### src/rtl/lcst_pkg.sv
`timescale 1ns / 1ps
// ----------------------------------------------------------------------------
// lcst_pkg
// Shared types and constants of the lookup-table code scan with best list.
// ----------------------------------------------------------------------------
package lcst_pkg;

    localparam logic [1:0] OP_WRITE = 2'd0;
    localparam logic [1:0] OP_CODE  = 2'd1;
    localparam logic [1:0] OP_DRAIN = 2'd2;
    localparam logic [1:0] OP_CLEAR = 2'd3;

    localparam logic [1:0] REG_ROW_BYTES     = 2'd0;
    localparam logic [1:0] REG_KEEP_COUNT    = 2'd1;
    localparam logic [1:0] REG_HIGHER_BETTER = 2'd2;

    localparam int CODES_PER_POS = 256;
    localparam int SCORE_BITS    = 40;
    localparam int ID_BITS       = 31;
    localparam int CFG_BITS      = 8;

    localparam logic [7:0] ROW_BYTES_RESET  = 8'd96;
    localparam logic [4:0] KEEP_COUNT_RESET = 5'd10;

    typedef struct packed {
        logic [1:0]  op;
        logic [6:0]  table_pos;
        logic [7:0]  code;
        logic signed [31:0] table_value;
        logic [30:0] cand_id;
    } in_item_t;

    typedef struct packed {
        logic [30:0] out_id;
        logic signed [39:0] out_score;
        logic [3:0]  out_rank;
        logic        out_empty;
        logic        out_last;
    } out_item_t;

    // controller to datapath
    typedef struct packed {
        logic take;       // register the accepted item
        logic wr_table;   // write the table entry
        logic rd_table;   // read the table entry for a code byte
        logic add;        // add the read entry to the row sum
        logic ins_start;  // begin an insert scan
        logic ins_step;   // compare one list entry
        logic ins_shift;  // shift one list entry down
        logic ins_put;    // place the new candidate
        logic clear;      // empty the list
        logic drn_start;  // begin a drain
        logic drn_step;   // show one list entry
    } ctrl_t;

    // datapath to controller
    typedef struct packed {
        logic [1:0] op;
        logic       row_end;
        logic       scan_done;
        logic       shift_done;
        logic       drain_done;
    } stat_t;

endpackage

### src/rtl/lcst_ctrl.sv
`timescale 1ns / 1ps
// ----------------------------------------------------------------------------
// lcst_ctrl
// Sequencer for one item: table write, list clear, lookup and add, list insert, drain.
// ----------------------------------------------------------------------------
module lcst_ctrl
(
    input  logic            clk,
    input  logic            rst_n,
    input  logic            start,
    output logic            busy,
    input  lcst_pkg::stat_t stat,
    output lcst_pkg::ctrl_t ctrl
);

    localparam logic [2:0] ST_IDLE  = 3'd0;
    localparam logic [2:0] ST_DEC   = 3'd1;
    localparam logic [2:0] ST_READ  = 3'd2;
    localparam logic [2:0] ST_ADD   = 3'd3;
    localparam logic [2:0] ST_SCAN  = 3'd4;
    localparam logic [2:0] ST_SHIFT = 3'd5;
    localparam logic [2:0] ST_DRAIN = 3'd6;

    logic [2:0] state_reg;
    logic [2:0] state_next;

    assign busy = (state_reg != ST_IDLE);

    // next state and commands
    always_comb
    begin
        state_next = state_reg;
        ctrl       = '0;
        case (state_reg)
            ST_IDLE:
            begin
                if (start)
                begin
                    ctrl.take  = 1'b1;
                    state_next = ST_DEC;
                end
            end
            ST_DEC:
            begin
                case (stat.op)
                    lcst_pkg::OP_WRITE:
                    begin
                        ctrl.wr_table = 1'b1;
                        state_next    = ST_IDLE;
                    end
                    lcst_pkg::OP_CODE:
                    begin
                        ctrl.rd_table = 1'b1;
                        state_next    = ST_READ;
                    end
                    lcst_pkg::OP_DRAIN:
                    begin
                        ctrl.drn_start = 1'b1;
                        state_next     = ST_DRAIN;
                    end
                    default:
                    begin
                        ctrl.clear = 1'b1;
                        state_next = ST_IDLE;
                    end
                endcase
            end
            ST_READ:
            begin
                state_next = ST_ADD;
            end
            ST_ADD:
            begin
                ctrl.add = 1'b1;
                if (stat.row_end)
                begin
                    ctrl.ins_start = 1'b1;
                    state_next     = ST_SCAN;
                end
                else
                begin
                    state_next = ST_IDLE;
                end
            end
            ST_SCAN:
            begin
                ctrl.ins_step = 1'b1;
                if (stat.scan_done)
                begin
                    state_next = ST_SHIFT;
                end
            end
            ST_SHIFT:
            begin
                if (stat.shift_done)
                begin
                    ctrl.ins_put = 1'b1;
                    state_next   = ST_IDLE;
                end
                else
                begin
                    ctrl.ins_shift = 1'b1;
                end
            end
            ST_DRAIN:
            begin
                ctrl.drn_step = 1'b1;
                if (stat.drain_done)
                begin
                    state_next = ST_IDLE;
                end
            end
            default:
            begin
                state_next = ST_IDLE;
            end
        endcase
    end

    // state register
    always_ff @(posedge clk or negedge rst_n)
    begin
        if (!rst_n)
        begin
            state_reg <= ST_IDLE;
        end
        else
        begin
            state_reg <= state_next;
        end
    end

endmodule

### config.mk
export PLATFORM = sky130hd
export DESIGN_NAME = lcst_ctrl
export DESIGN_NICKNAME = d
export VERILOG_FILES = /design/src/rtl/lcst_pkg.sv /design/src/rtl/lcst_ctrl.sv
export SDC_FILE = /design/constraint.sdc
export NUM_CORES = 1
export LEC_CHECK = 0
export BUFFER_PORTS_ARGS = -buffer_cell sky130_fd_sc_hd__buf_2
export CAP_MARGIN = 10
export CELL_PAD_IN_SITES_DETAIL_PLACEMENT = 0
export CELL_PAD_IN_SITES_GLOBAL_PLACEMENT = 1
export CORE_UTILIZATION = 24
export DETAILED_ROUTE_END_ITERATION = 6
export PLACE_DENSITY_LB_ADDON = 0.1
export SLEW_MARGIN = 40
export SYNTH_ARGS = -nofsm -noshare
export SYNTH_HDL_FRONTEND = slang
export SYNTH_SLANG_ARGS = --single-unit
### constraint.sdc
create_clock -name clk -period 1.2 [get_ports clk]
set_clock_uncertainty 0.15 [all_clocks]
set_input_delay 0.12 -clock clk [delete_from_list [all_inputs] [get_ports clk]]
set_output_delay 0.12 -clock clk [all_outputs]
set_load 0.01 [all_outputs]
After elaboration in Yosys (flattened, before gate mapping)
Index checks and enable logic that the tools add are counted.
{"block": "word_totals", "reg_bits": 3, "in_bits": 9, "out_inout_bits": 12}
{"block": "classes", "n_eq_ne": 12, "n_mux": 22, "n_reduce_logical": 5}
{"cell": "3-bit one-hot mux with 7 select lines", "n": 1}
{"cell": "3-bit 2-to-1 mux", "n": 5}
{"cell": "1-bit 2-to-1 mux", "n": 11}
{"cell": "3-bit == test (second input constant)", "n": 3}
{"cell": "2-bit 2-to-1 mux", "n": 4}
{"cell": "2-bit inequality test (second input constant)", "n": 4}
{"cell": "3-bit by 2-bit == test with 1-bit output (second input constant)", "n": 2}
{"cell": "3-bit one-hot mux with 2 select lines", "n": 1}
{"cell": "4-bit AND reduction", "n": 1}
{"cell": "3-bit by 1-bit == test with 1-bit output (second input constant)", "n": 1}
{"cell": "3-bit zero test", "n": 1}
{"cell": "3-bit nonzero test", "n": 1}
{"cell": "3-bit OR reduction", "n": 1}
{"cell": "2-bit by 1-bit == test with 1-bit output (second input constant)", "n": 1}
{"cell": "2-bit == test (second input constant)", "n": 1}
{"cell": "2-bit zero test", "n": 1}

Longest topological paths before layout
{"block": "depth", "depth_word": 4, "mapped_depth": 5, "mapped_depth_nobuf": 5}

Least setup slack after synthesis
No wires, ideal clock.
{"block": "synth_path", "path_kind": "register to output", "startpoint": "register state_reg[1]", "endpoint": "output ctrl[10] (netlist name)", "t_arrival_ns": 0.999, "slack_ns": -0.069, "stages_incl_launch_ff": 4, "path_cell_list": "dfrtp_1 > buf_6 > or3_4 > nor2_2"}
{"item": "from (decl)", "line_no": "lcst_ctrl.sv:24", "rtl": "logic [2:0] state_reg;"}
{"item": "from (signal assigned)", "line_no": "lcst_ctrl.sv:129", "rtl": "state_reg <= state_next;"}
{"item": "to (decl)", "line_no": "lcst_ctrl.sv:13", "rtl": "output lcst_pkg::ctrl_t ctrl"}

==> run metrics <==
Yosys top cell area share=0.220; Die ar.=about 1600 um2; mapped cell area=between 300 and 400 um2; Ys Warns=0; failing checks=negative setup slack; initial antenna violation count=0; Final Worst Setup Slack=-0.317 ns; multi-input logic area=277 um2; initial drt markers=1; main area contributors after synthesis=dfrtp_1 (22%), ha_1 (18%), and3_1 (11%), nor2_1 (6.6%), inv_1 (5.5%); total core area=around 1300 um2; synth-to-layout area growth=81.0%; Max Cap Viol=0; Synth Register Bits=3; total CTS buffers=3; GRT overflow=0; Net count, final=between 80 and 90; Least-Margin Pin Slew=0.235 ns; Net Count, Synth=56; ys flop type=dfrtp_1; Sequential cell area=slightly below 80 um2; Cells after Synth=42; routed len/inst=9.76 um; number of flip-flops in the largest register=3; Residual DRC=0; Initial Util=0.259; Synth cell types=20; utilization after layout=0.469; Final min period=between 1.5 and 2 ns; Die X=39.7 um; crit end category=output port; Fmax=659 MHz; PortBufs=20; status=finished with violations; Tcrit/Tclk final=1.26; Setup CP Type=reg -> out; Hold Vio Cnt, Final=0; total track usage=0.127; Post-synth EDFFs=0; share of cells above drive strength 1=0.630; CP Max Fanout=6; maximum vdd ir drop=roughly 0.83 mV; # H-tree levels=1; Area after DPL=489 um2; Final TNS setup=-3.45 ns; Leakage Power=0.339 nW; Seq/Total Area, Yosys=0.220; vias in the first global route=approximately 320; clock-pin slew on the worst setup and hold paths=approximately 0.040 ns; Clk Latency, worst-skew pair=between 0.2 and 0.25 ns; Final ANT Viol Nets=0; Overall Power=roughly 0.0012 W; CTS tree=yes; Worst Setup Start Kind=flip-flop; Worst EP required=about 0.93 ns; reg-to-reg endpoint=state_reg[2]; Final Max Slew Viols=0; fill count=roughly 140; DIE HEIGHT=between 30 and 40 um; FF-to-FF setup slack=-0.20 ns; Finished Cell Area=between 600 and 700 um2; r2r worst-path depth=5; worst hold slack=about 0.06 ns; Placer Congestion=between 0.7 and 0.8; Critical Path AT=between 1 and 1.5 ns; RSZ-0062 raised after global routing=true; iteration count of the initial detailed-routing pass=4; Sink Count=3; most common library cells after synthesis=and3_1 (6), nor2_1 (6), ha_1 (5), inv_1 (5); Max Buffers Root-to-Sink=2; Avg Cell Area, Syn=around 8.1 um2; Site Rows=13; first-pass GRT wire length=1280 um; clock root buffer=clkbuf_4; DR vias=just under 400; WL final=roughly 860 um; worst r2r src=state_reg[1]; largest net degree at the start of global routing=10; vias per cell=roughly 4.4; Hold Path Class=in -> async; area leader, netlist=dfrtp_1; Rel. slew slack=0.843; IO Pins=21; Antenna Cells=0; share of synthesized registers carrying an async set or reset=1.00; power per cell area=around 1900 nW/um2; final setup vio count=14; Detailed Place HPWL=about 630 um
## per-stage QoR
stage	setup slack, ns	instances
5_1_grt	-0.369	88
3_5_place_dp	-0.144	80
4_1_cts	-0.337	88
6_report	-0.317	88
2_1_floorplan	-0.0408	42
3_3_place_gp	-0.127	80
## placed cells by master, fill, tap and decap left out, drive strengths merged, types with 3 or more instances in the layout
master  count
nor2        7
inv         5
and3        7
buf        28
ha          5
dfrtp       3
o21ai       3
clkbuf      4
## worst max-delay path by stage
stage	startpoint	end	slack, ns	cells after the start
after floorplan	state_reg[1]	ctrl[10]	-0.04	3
after global placement	state_reg[2]	ctrl[10]	-0.13	3
after detailed placement	state_reg[2]	ctrl[10]	-0.14	3
after CTS	state_reg[1]	ctrl[10]	-0.34	3
after global routing	state_reg[1]	ctrl[10]	-0.37	3
final	state_reg[1]	ctrl[10]	-0.32	3
## routing by layer
layer  global-route usage  vias up  wire length [um]  part of all wire
met2                0.160       12               404              0.47
met1                0.174      172               405              0.47
met4                0.103        0                14             0.016
met5                    0        -                 0                 0
met3               0.0341        2                35             0.041
li1                     -      204                 -                 -
## layout make-up
type	instances	share of cell area
Multi-Input combinational cell	32	0.447
Timing Repair Buffer	29	0.322
Sequential cell	3	0.128
Clock buffer	4	0.0425
Inverter	5	0.0304
Tap cell	15	0.0304
## where the power goes
part | total (W) | internal [W] | switching (W)
Combinational | 0.000781 | 0.000430 | 0.000351
Sequential | 0.000232 | 0.000156 | 0.0000758
Clock | 0.000171 | 0.000124 | 0.0000470
## timing repair
| action | in CTS | in global routing |
|---|---|---|
| buffers inserted | 3 | 0 |
| pin swaps | 6 | 3 |
| hold buffers | 1 | 0 |
| hold endpoints to repair | 3 | 0 |
| setup endpoints to repair | 15 | 14 |
| resized for setup | 10 | 7 |
## cells by family after synthesis
kind of cell,count (synthesis),share of synthesized area
AND/OR/NAND/NOR,19,0.322
buffers and inverters,7,0.103
AO/OA/AOI/OAI,6,0.110
adder cells (fa/ha/maj),5,0.183
flip-flops,3,0.220
multiplexers,2,0.0623
## critical path, cell delays in order (launching register included)
cell and delay (ns):
dfrtp_2 0.43, or3_4 0.41, nor2_4 0.09, buf_6 0.10
Power figures use the tool's default switching activity.
